===== config.mk =====
export PLATFORM = sky130hd
export DESIGN_NAME = refcounted_shared_page_table
export DESIGN_NICKNAME = d
export VERILOG_FILES = /design/src/sv/rspt_pkg.sv /design/src/sv/rspt_ram.sv /design/src/sv/rspt_ctrl.sv /design/src/sv/rspt_dp.sv /design/src/sv/refcounted_shared_page_table.sv
export SDC_FILE = /design/constraint.sdc
export NUM_CORES = 2
export LEC_CHECK = 0
export BUFFER_PORTS_ARGS = -buffer_cell sky130_fd_sc_hd__buf_2
export CAP_MARGIN = 20
export CORE_AREA = 2 2 589 591
export DETAILED_ROUTE_END_ITERATION = 10
export DIE_AREA = 0 0 591 593
export PLACE_DENSITY = 0.58
export SYNTH_ARGS = -nofsm -noshare
export SYNTH_HDL_FRONTEND = slang
export SYNTH_SLANG_ARGS = --single-unit

===== constraint.sdc =====
create_clock -name clk -period 16.4 [get_ports clk]
set_clock_uncertainty 0.1 [all_clocks]
set_input_delay 3.28 -clock clk [delete_from_list [all_inputs] [get_ports clk]]
set_output_delay 3.28 -clock clk [all_outputs]
set_load 0.02 [all_outputs]

===== src/sv/rspt_pkg.sv =====
// Package for the reference-counted shared segment table.
// Holds field widths, default parameters, status codes, controller states
// and the command and status bundles between controller and datapath.
package rspt_pkg;

	localparam int DEF_TABLE_ENTRIES = 64;
	localparam int DEF_FRAME_BITS    = 20;

	localparam int SEG_ID_W = 32;
	localparam int COUNT_W  = 8;
	localparam int SLOT_W   = 6;
	localparam int STATUS_W = 3;

	localparam logic [COUNT_W-1:0] COUNT_MAX = 8'hFF;

	localparam logic CMD_OPEN  = 1'b0;
	localparam logic CMD_CLOSE = 1'b1;

	typedef enum logic [STATUS_W-1:0] {
		STS_OPENED       = 3'd0,
		STS_CREATED      = 3'd1,
		STS_CLOSED_USED  = 3'd2,
		STS_CLOSED_FREED = 3'd3,
		STS_NOT_FOUND    = 3'd4,
		STS_FULL         = 3'd5,
		STS_BAD_ID       = 3'd6
	} status_t;

	typedef enum logic [1:0] {
		S_IDLE,
		S_SCAN,
		S_DRAIN,
		S_COMMIT
	} ctrl_state_t;

	typedef struct packed {
		logic accept;
		logic scan_step;
		logic commit;
	} ctrl_cmd_t;

	typedef struct packed {
		logic req_bad;
		logic scan_last;
		logic out_busy;
	} dp_status_t;

endpackage


===== src/sv/rspt_ram.sv =====
// Generic single-write, single-read RAM with registered read data.
// Depends on nothing; used for the segment table storage.
module rspt_ram #(
	parameter int WIDTH = 8,
	parameter int DEPTH = 64
) (
	input  logic                     clk,
	input  logic                     we,
	input  logic [$clog2(DEPTH)-1:0] waddr,
	input  logic [WIDTH-1:0]         wdata,
	input  logic                     re,
	input  logic [$clog2(DEPTH)-1:0] raddr,
	output logic [WIDTH-1:0]         rdata
);

	logic [WIDTH-1:0] mem_q [DEPTH];

	always_ff @(posedge clk) begin
		if (we) begin
			mem_q[waddr] <= wdata;
		end
		if (re) begin
			rdata <= mem_q[raddr];
		end
	end

endmodule


===== src/sv/rspt_ctrl.sv =====
// Controller state machine for the segment table: accept, scan, drain, commit.
// Depends on rspt_pkg for state encoding and the command/status bundles.
module rspt_ctrl import rspt_pkg::*; (
	input  logic       clk,
	input  logic       arst_n,
	input  logic       s_axis_tvalid,
	output logic       s_axis_tready,
	output ctrl_cmd_t  cmd,
	input  dp_status_t stat
);

	ctrl_state_t state_q, state_d;

	always_ff @(posedge clk or negedge arst_n) begin
		if (!arst_n) begin
			state_q <= S_IDLE;
		end else begin
			state_q <= state_d;
		end
	end

	always_comb begin
		state_d = state_q;
		unique case (state_q)
			S_IDLE: begin
				if (s_axis_tvalid) begin
					state_d = S_SCAN;
				end
			end
			S_SCAN: begin
				// A zero id needs no lookup and goes straight to the result.
				if (stat.req_bad) begin
					state_d = S_COMMIT;
				end else if (stat.scan_last) begin
					state_d = S_DRAIN;
				end
			end
			S_DRAIN: begin
				state_d = S_COMMIT;
			end
			S_COMMIT: begin
				if (!stat.out_busy) begin
					state_d = S_IDLE;
				end
			end
			default: begin
				state_d = S_IDLE;
			end
		endcase
	end

	always_comb begin
		s_axis_tready = 1'b0;
		cmd           = '0;
		unique case (state_q)
			S_IDLE: begin
				s_axis_tready = 1'b1;
				cmd.accept    = s_axis_tvalid;
			end
			S_SCAN: begin
				cmd.scan_step = !stat.req_bad;
			end
			S_DRAIN: begin
			end
			S_COMMIT: begin
				cmd.commit = !stat.out_busy;
			end
			default: begin
			end
		endcase
	end

endmodule


===== src/sv/rspt_dp.sv =====
// Datapath of the segment table: request registers, table RAM, scan compare,
// fill count, update logic and the output register.
// Depends on rspt_pkg and rspt_ram.
module rspt_dp import rspt_pkg::*; #(
	parameter int TABLE_ENTRIES = DEF_TABLE_ENTRIES,
	parameter int FRAME_BITS    = DEF_FRAME_BITS,
	parameter int IN_W          = 56,
	parameter int OUT_W         = 40
) (
	input  logic                clk,
	input  logic                arst_n,
	input  logic [IN_W-1:0]     s_axis_tdata,
	input  logic                s_axis_tuser,
	output logic                m_axis_tvalid,
	input  logic                m_axis_tready,
	output logic [OUT_W-1:0]    m_axis_tdata,
	output logic [STATUS_W-1:0] m_axis_tuser,
	input  ctrl_cmd_t           cmd,
	output dp_status_t          stat
);

	localparam int AW      = (TABLE_ENTRIES > 1) ? $clog2(TABLE_ENTRIES) : 1;
	localparam int FW      = AW + 1;
	localparam int ENTRY_W = SEG_ID_W + FRAME_BITS + COUNT_W;
	localparam logic [AW-1:0] LAST_IDX = AW'(TABLE_ENTRIES - 1);

	// Request
	logic                  req_close_q;
	logic [SEG_ID_W-1:0]   req_id_q;
	logic [FRAME_BITS-1:0] req_frame_q;

	// Scan
	logic [AW-1:0]         addr_q;
	logic                  rd_valid_s1;
	logic [AW-1:0]         idx_s1;
	logic [ENTRY_W-1:0]    rdata;
	logic [SEG_ID_W-1:0]   rd_id;
	logic [FRAME_BITS-1:0] rd_frame;
	logic [COUNT_W-1:0]    rd_count;
	logic                  in_range;
	logic                  rd_live;

	logic                  hit_q;
	logic [AW-1:0]         hit_idx_q;
	logic [FRAME_BITS-1:0] hit_frame_q;
	logic [COUNT_W-1:0]    hit_count_q;
	logic                  free_q;
	logic [AW-1:0]         free_idx_q;
	logic [FW-1:0]         fill_q;

	// Update
	logic                  wr_need;
	logic                  fill_grow;
	logic [AW-1:0]         res_idx;
	logic [ENTRY_W-1:0]    wdata;
	status_t               res_status;
	logic [FRAME_BITS-1:0] res_frame;
	logic [COUNT_W-1:0]    res_count;
	logic [COUNT_W-1:0]    cnt_inc;
	logic [COUNT_W-1:0]    cnt_dec;
	logic [SLOT_W+AW-1:0]  slot_ext;

	// Output
	logic                  out_valid_q;
	status_t               out_status_q;
	logic [SLOT_W-1:0]     out_slot_q;
	logic [FRAME_BITS-1:0] out_frame_q;
	logic [COUNT_W-1:0]    out_count_q;

	always_ff @(posedge clk) begin
		if (cmd.accept) begin
			req_close_q <= s_axis_tuser;
			req_id_q    <= s_axis_tdata[SEG_ID_W-1:0];
			req_frame_q <= s_axis_tdata[SEG_ID_W +: FRAME_BITS];
		end
	end

	rspt_ram #(
		.WIDTH(ENTRY_W),
		.DEPTH(TABLE_ENTRIES)
	) u_ram (
		.clk  (clk),
		.we   (cmd.commit && wr_need),
		.waddr(res_idx),
		.wdata(wdata),
		.re   (cmd.scan_step),
		.raddr(addr_q),
		.rdata(rdata)
	);

	assign rd_id    = rdata[SEG_ID_W-1:0];
	assign rd_frame = rdata[SEG_ID_W +: FRAME_BITS];
	assign rd_count = rdata[SEG_ID_W + FRAME_BITS +: COUNT_W];

	// Entries at or above the fill count were never written and read as free.
	assign in_range = {1'b0, idx_s1} < fill_q;
	assign rd_live  = in_range && (rd_count != '0);

	always_ff @(posedge clk or negedge arst_n) begin
		if (!arst_n) begin
			rd_valid_s1 <= 1'b0;
			hit_q       <= 1'b0;
			free_q      <= 1'b0;
			fill_q      <= '0;
			out_valid_q <= 1'b0;
		end else begin
			rd_valid_s1 <= cmd.scan_step;
			if (cmd.accept) begin
				hit_q  <= 1'b0;
				free_q <= 1'b0;
			end else if (rd_valid_s1) begin
				if (rd_live && (rd_id == req_id_q) && !hit_q) begin
					hit_q <= 1'b1;
				end
				if (!rd_live && !free_q) begin
					free_q <= 1'b1;
				end
			end
			if (cmd.commit && fill_grow) begin
				fill_q <= fill_q + FW'(1);
			end
			if (cmd.commit) begin
				out_valid_q <= 1'b1;
			end else if (m_axis_tready) begin
				out_valid_q <= 1'b0;
			end
		end
	end

	always_ff @(posedge clk) begin
		if (cmd.accept) begin
			addr_q <= '0;
		end else if (cmd.scan_step) begin
			addr_q <= addr_q + AW'(1);
		end
		idx_s1 <= addr_q;
		if (rd_valid_s1 && rd_live && (rd_id == req_id_q) && !hit_q) begin
			hit_idx_q   <= idx_s1;
			hit_frame_q <= rd_frame;
			hit_count_q <= rd_count;
		end
		if (rd_valid_s1 && !rd_live && !free_q) begin
			free_idx_q <= idx_s1;
		end
	end

	assign cnt_inc = (hit_count_q == COUNT_MAX) ? hit_count_q : hit_count_q + COUNT_W'(1);
	assign cnt_dec = hit_count_q - COUNT_W'(1);

	always_comb begin
		wr_need    = 1'b0;
		fill_grow  = 1'b0;
		res_idx    = '0;
		res_status = STS_BAD_ID;
		res_frame  = '0;
		res_count  = '0;
		wdata      = '0;
		if (req_id_q == '0) begin
			res_status = STS_BAD_ID;
		end else if (req_close_q == CMD_OPEN) begin
			if (hit_q) begin
				wr_need    = 1'b1;
				res_idx    = hit_idx_q;
				res_status = STS_OPENED;
				res_frame  = hit_frame_q;
				res_count  = cnt_inc;
				wdata      = {cnt_inc, hit_frame_q, req_id_q};
			end else if (free_q) begin
				wr_need    = 1'b1;
				fill_grow  = ({1'b0, free_idx_q} == fill_q);
				res_idx    = free_idx_q;
				res_status = STS_CREATED;
				res_frame  = req_frame_q;
				res_count  = COUNT_W'(1);
				wdata      = {COUNT_W'(1), req_frame_q, req_id_q};
			end else begin
				res_status = STS_FULL;
			end
		end else begin
			if (!hit_q) begin
				res_status = STS_NOT_FOUND;
			end else if (cnt_dec == '0) begin
				// The freed entry goes back to id zero, frame zero.
				wr_need    = 1'b1;
				res_idx    = hit_idx_q;
				res_status = STS_CLOSED_FREED;
			end else begin
				wr_need    = 1'b1;
				res_idx    = hit_idx_q;
				res_status = STS_CLOSED_USED;
				res_frame  = hit_frame_q;
				res_count  = cnt_dec;
				wdata      = {cnt_dec, hit_frame_q, req_id_q};
			end
		end
	end

	assign slot_ext = {{SLOT_W{1'b0}}, res_idx};

	always_ff @(posedge clk) begin
		if (cmd.commit) begin
			out_status_q <= res_status;
			out_slot_q   <= slot_ext[SLOT_W-1:0];
			out_frame_q  <= res_frame;
			out_count_q  <= res_count;
		end
	end

	assign m_axis_tvalid  = out_valid_q;
	assign m_axis_tuser   = out_status_q;
	assign m_axis_tdata   = OUT_W'({out_count_q, out_frame_q, out_slot_q});

	assign stat.req_bad   = (req_id_q == '0);
	assign stat.scan_last = (addr_q == LAST_IDX);
	assign stat.out_busy  = out_valid_q && !m_axis_tready;

	a_fill_bound: assert property (@(posedge clk) disable iff (!arst_n)
		fill_q <= FW'(TABLE_ENTRIES))
		else $error("fill count exceeds table size");

	a_commit_shows: assert property (@(posedge clk) disable iff (!arst_n)
		cmd.commit |=> m_axis_tvalid)
		else $error("committed result not presented");

	a_no_overwrite: assert property (@(posedge clk) disable iff (!arst_n)
		cmd.commit |-> !(out_valid_q && !m_axis_tready))
		else $error("result overwritten while stalled");

	a_read_follows: assert property (@(posedge clk) disable iff (!arst_n)
		rd_valid_s1 |-> $past(cmd.scan_step))
		else $error("compare without a table read");

endmodule


===== src/sv/refcounted_shared_page_table.sv =====
// Reference-counted shared segment table, top level.
// One request word enters on the s_axis channel: tuser carries the command
// (open or close), tdata carries the segment id and the new frame number.
// One result word leaves on the m_axis channel for every request: tuser
// carries the status, tdata carries slot, frame and reference count.
// A request walks the table RAM between acceptance and the result register:
// the controller reads one entry per cycle through its single read port,
// then passes a drain state for the last read and a commit state for the
// update write. A request with id zero skips the walk and goes straight
// to the commit state. One request is in flight at a time, and the next
// one can be accepted in the cycle after the result is registered.
// The result sits in an output register; the next request is accepted
// while it waits, and its update holds off until the result is taken.
// Reset empties the table at once through a fill count that marks entries
// never written as free; no clearing pass is needed.
// Depends on rspt_pkg, rspt_ctrl, rspt_dp and rspt_ram.
module refcounted_shared_page_table import rspt_pkg::*; #(
	parameter int TABLE_ENTRIES = DEF_TABLE_ENTRIES,
	parameter int FRAME_BITS    = DEF_FRAME_BITS,
	parameter int IN_W          = ((SEG_ID_W + FRAME_BITS + 7) / 8) * 8,
	parameter int OUT_W         = ((SLOT_W + FRAME_BITS + COUNT_W + 7) / 8) * 8
) (
	input  logic                clk,
	input  logic                arst_n,
	input  logic                s_axis_tvalid,
	output logic                s_axis_tready,
	input  logic [IN_W-1:0]     s_axis_tdata,  // seg_id, new_frame
	input  logic                s_axis_tuser,  // cmd
	output logic                m_axis_tvalid,
	input  logic                m_axis_tready,
	output logic [OUT_W-1:0]    m_axis_tdata,  // slot, frame, ref_count
	output logic [STATUS_W-1:0] m_axis_tuser   // status
);

	ctrl_cmd_t  cmd;
	dp_status_t stat;

	rspt_ctrl u_ctrl (
		.clk          (clk),
		.arst_n       (arst_n),
		.s_axis_tvalid(s_axis_tvalid),
		.s_axis_tready(s_axis_tready),
		.cmd          (cmd),
		.stat         (stat)
	);

	rspt_dp #(
		.TABLE_ENTRIES(TABLE_ENTRIES),
		.FRAME_BITS   (FRAME_BITS),
		.IN_W         (IN_W),
		.OUT_W        (OUT_W)
	) u_dp (
		.clk          (clk),
		.arst_n       (arst_n),
		.s_axis_tdata (s_axis_tdata),
		.s_axis_tuser (s_axis_tuser),
		.m_axis_tvalid(m_axis_tvalid),
		.m_axis_tready(m_axis_tready),
		.m_axis_tdata (m_axis_tdata),
		.m_axis_tuser (m_axis_tuser),
		.cmd          (cmd),
		.stat         (stat)
	);

endmodule


==> After elaboration in Yosys (flattened, before gate mapping) <==
Memories as Yosys holds them, arrays and structs flattened. A register that Yosys moved wholly into a read port is not among the register bits.
Index checks and enable logic that the tools add are counted.
{ "classes": {"div_mod_pow": 0, "eq_ne": 10, "n_mul": 0, "magnitude_cmp": 1, "bitwise": 0, "shift": 0, "n_reduce_logical": 29, "muxes": 55, "addsub": 4} }
{ "ops": {"columns": ["operator", "n"], "rows": [
  ["60-bit 2-to-1 mux", 5],
  ["20-bit 2-to-1 mux", 5],
  ["53-bit 2-to-1 mux", 1],
  ["8-bit 2-to-1 mux", 5],
  ["32-bit == test", 1],
  ["32-bit zero test", 1],
  ["6-bit 2-to-1 mux", 5],
  ["1-bit 2-to-1 mux", 25],
  ["1-bit logical AND", 12],
  ["3-bit 2-to-1 mux", 4],
  ["8-bit by 1-bit adder with 8-bit output, second input constant", 1],
  ["8-bit == test, second input constant", 1],
  ["8-bit zero test", 1],
  ["2-bit 2-to-1 mux", 4],
  ["2-bit case mux with 4 select lines", 1],
  ["2-bit nonzero test", 4],
  ["8-bit nonzero test", 1],
  ["8-bit by 1-bit subtractor with 8-bit output, second input constant", 1],
  ["7-bit by 1-bit adder with 7-bit output, second input constant", 1],
  ["6-bit by 7-bit == test with 1-bit output", 1],
  ["6-bit by 7-bit < comparator with 1-bit output", 1],
  ["6-bit by 1-bit adder with 6-bit output, second input constant", 1],
  ["6-bit == test, second input constant", 1],
  ["1-bit zero test", 6],
  ["other kinds (7)", 10]
]} }
{ "totals": {"regBits": 155, "latchBits": 0, "romBits": 0, "ram_bits": 3840, "in_bits": 61, "n_memories": 1} }
{ "memory_table": {"columns": ["memory", "depth", "width", "read_ports", "rd_ports_with_merged_regs", "write_ports", "line", "text"], "rows": [
  ["u_dp.u_ram.mem_q", 64, 60, 1, 1, 1, "rspt_ram.sv:16", "logic [WIDTH-1:0] mem_q [DEPTH];"]
]} }

==> Logic depth before layout (Yosys ltp) <==
{ "depth": {"ltp_word": 7, "depth_mapped": 11, "mapped_depth_nobuf": 8} }

==> Modules after synthesis <==
A second synthesis with hierarchy kept.
{ "unflattened": {"hier_cells": 6623, "area_unflattened_um2": 154151.6} }
{ "modules_own_cells": {"columns": ["module", "seq_area_each_um2", "cells_per_inst", "instances", "area_per_inst_um2"], "rows": [
  ["rspt_ram", 117112.3, 6093, 1, 147111.1],
  ["rspt_dp", 4419.2, 507, 1, 6834.1],
  ["rspt_ctrl", 50.0, 23, 1, 206.4]
]} }

==> Least setup slack after synthesis <==
OpenSTA, ideal clock, no wires.
{ "synth_path": {"kind": "input port to flip-flop", "start": "input m_axis_tready", "end": "memory u_dp.u_ram.mem_q[0][0] (netlist bit), enable pin", "path_buffers": 1, "setup_slack_ns": 6.511, "cell_stages": 6, "arrival_ns": 9.238, "cell_sequence": "nand2b_1 > and2_1 > o21ai_0 > or2_2 > clkbuf_1 > nor3_1"} }
{ "synth_rtl": {"columns": ["element", "line", "text"], "rows": [
  ["start: declaration", "refcounted_shared_page_table.sv:30", "input logic m_axis_tready,"],
  ["end: declaration", "rspt_ram.sv:16", null]
]} }

==> key figures <==
Status
  – Status: completed

Detailed routing
  – Routed Antenna Nets: 0
  – DRC viols: 0
  – DR iter-0 viols: 9916
  – WL/cell: 35.6 um
  – DRT Wirelength: between 400000 and 500000 um
  – Vias per cell: slightly above 6
  – 1st-pass router iterations: 5
  – DR vias: 75960

Setup path
  – Worst R2R Setup Slack: ~11 ns
  – Critical path cell sequence: buf_2 -> nand2b_1 -> and2_4 -> nor2b_1 -> nand3_1 -> nor2_4 -> buf_4 -> buf_4
  – Critical Path Sink Type: register
  – Critical path data arrival time: 7.56 ns
  – Worst Path Buf+Inv: 3
  – FF-to-FF path depth: 9
  – Setup CP Type: input port to register
  – Top cell by count, worst path: buf_4
  – R2R Path Start: u_dp.addr_q[0]
  – Critical Path Fanout Max: 40
  – CP delay by family, top: simple AND/OR/NAND/NOR gates
  – Worst setup SP type: input port
  – R2R Path End: u_dp.u_ram.rdata[3]
  – Critical Path RT: 16.87 ns
  – Crit-path slowest cell: nor2_4
  – CP max stage delay: 0.86 ns

STA
  – Max Freq: 141 MHz
  – Slew at the pin closest to its max-slew limit: 1.20 ns
  – Crit share post-route: 43.2%
  – Final setup viols: 0
  – Sum Neg Setup Slack: 0 ns
  – PnR worst setup slack: 9.31 ns
  – Final Max Tran Viols: 0
  – RSZ-0062 raised after global routing: false
  – Hold Vio Cnt, Final: 0
  – Tmin final: slightly above 7 ns
  – Rel. slew slack: 19.9%

Job
  – MaxCap Viol Count: 0

Synth
  – Post-synth top area share: 78.5%
  – Number of synthesized flops with an enable pin: 4030
  – Post-Syn Area: 154000 um2
  – Yosys Warn Count: 0
  – Most used DFF post-synth: edfxtp_1
  – Post-synth top area cell: edfxtp_1
  – Post-Synthesis Cells: 6864
  – Mapped Avg Cell Area: 22.5 um2
  – Number of synthesized register bits: 4055
  – Top post-synthesis cells by area: edfxtp_1 78%, mux4_2 13%, mux2i_1 2.1%
  – Post-synth cell types: 58
  – Sequential-to-total area share from yosys stat: 78.8%
  – Asr flop ratio synth: less than 1%

Min path
  – Hold path startpoint: u_dp.u_ram.rdata[44]
  – Hold EP: u_dp.hit_frame_q[12]
  – Hold Path Class: register to register
  – Hold path depth: 0

Placement
  – Pre-CTS setup slack: around 8.4 ns
  – PortBufs: 95
  – Final HPWL DP: 236000 um
  – Routability cong.: 0.800

Global route
  – Antenna violations before repair: 23
  – Overflow after GRT: 0
  – Number of global-route vias before repair: between 70000 and 80000
  – Largest net degree at the start of global routing: 116
  – First-pass GRT wire length: 596000 um
  – Tot GR Track Use: 24.5%

Pwr
  – VDD IR max: approximately 0.17 mV
  – P_leak: 0.0536 uW
  – Pwr Density: approximately 150 nW/um2

CTS
  – Worst-path clk slew: 0.06 ns
  – H-Tree Depth: 5
  – Sinks on Clock Net: 4055
  – TritonCTS clock tree: yes
  – CTS Buf Count: 413
  – Post-CTS sizing: 0
  – Clock root cell: clkbuf_16
  – CTS hold repair buffers: 0
  – CTS Buffer Depth: 4
  – Clk_lat worst skew: around 0.96 ns
  – Post-CTS Setup Bufs: 0

Finish
  – Commonest non-fill, non-tap cell in the layout: edfxtp_1
  – Nets: 7337
  – Layout cells sized above 1: 26.2%
  – Most frequent cells in the layout: 4030 x edfxtp_1, 886 x mux4_2, 420 x clkbuf_16
  – Area growth syn-to-layout: 13.3%

Floorplanning
  – IO Pins: 106
  – Core area: 345000 um2
  – Die area: 350000 um2
  – Row cnt: 216
  – Die H: 593 um
  – Initial core utilization: 44.8%
  – Die W: 591 um
==> metal layers <==
metal,track usage (%),part of all wire [%],vias to the layer above
li1,-,-,30075
met5,0,0,-
met3,3.64,7.3,746
met2,40.5,49,3446
met1,33.3,39,41693
met4,9.21,3.9,0
==> Yosys cell counts, drive strengths merged (15+ instances only) <==
library cell	n
a2111oi	36
a211oi	80
a21oi	84
a221oi	46
a22oi	87
and2	37
buf	193
clkbuf	198
edfxtp	4030
mux2	22
mux2i	328
mux4	886
nand2	173
nand4	15
nor2	143
nor3	17
o21ai	49
o221ai	86
o22ai	134
or3	41
xnor2	39
xor2	16
==> where the power goes <==
group	leakage, uW	internal [uW]	switching (uW)	total [uW]
clock network	0.00629	5110	3910	9010
logic	0.0108	2170	3040	5200
registers	0.0365	11900	202	12100
==> worst max-delay path by stage <==
stage / cells after the start / startpoint / to / slack, ns
after floorplan: 6 / m_axis_tready / u_dp.u_ram.mem_q[0][0] / 6.51
after global placement: 8 / m_axis_tready / u_dp.u_ram.mem_q[47][3] / 8.42
after detailed placement: 8 / m_axis_tready / u_dp.u_ram.mem_q[47][3] / 8.37
after CTS: 8 / m_axis_tready / u_dp.u_ram.mem_q[47][16] / 9.39
after global routing: 8 / m_axis_tready / u_dp.u_ram.mem_q[47][56] / 9.21
final: 8 / m_axis_tready / u_dp.u_ram.mem_q[47][16] / 9.31
==> through the flow <==
stage	area (um2)	total power, uW	hold slack [ns]	std cells	utilization, %
2_1_floorplan	154000	15900	0.229	6869	-
3_3_place_gp	161000	17500	0.302	11405	46.9
3_5_place_dp	162000	17600	0.307	11408	46.9
4_1_cts	174000	26500	0.308	12163	50.6
5_1_grt	175000	27200	0.325	12184	50.7
6_report	175000	26300	0.315	12190	50.7
==> state kept, by name, summed over array words and instances (netlist names) <==
name	count
u_dp.m_axis_tuser	3
u_dp.idx_s1	6
u_dp.req_id_q	32
u_dp.free_idx_q	6
u_dp.req_frame_q	20
u_dp.addr_q	6
u_dp.rd_valid_s1	1
u_ctrl.state_q	2
u_dp.u_ram.rdata	60
u_dp.hit_idx_q	6
u_dp.u_ram.mem_q	3840
u_dp.free_q	1
u_dp.hit_frame_q	20
u_dp.out_frame_q	20
u_dp.hit_q	1
u_dp.hit_count_q	8
u_dp.out_count_q	8
u_dp.req_close_q	1
u_dp.fill_q	7
u_dp.m_axis_tvalid	1
u_dp.out_slot_q	6
==> cells by family after synthesis <==
| group | count (synthesis) | synth area share, % |
|---|---|---|
| flip-flops | 4055 | 78.8 |
| multiplexers | 1236 | 15.2 |
| AO/OA/AOI/OAI | 619 | 2.85 |
| AND/OR/NAND/NOR | 478 | 1.41 |
| buffers and inverters | 407 | 1.27 |
| XOR/XNOR | 55 | 0.312 |
| adder cells (fa/ha/maj) | 13 | 0.105 |
| other | 1 | 0.00243 |
==> cell type report <==
type                       count  area, um2
multi-input combinational   2407      31600
timing repair buffer         370       2910
fill                       27048     170000
sequential                  4055     122000
clock buffer                 516      10900
antenna                        9       22.5
inverter                      16       80.1
tap                         4578       5730
clock inverter               239       1920
(Power assumes the default switching activity.)
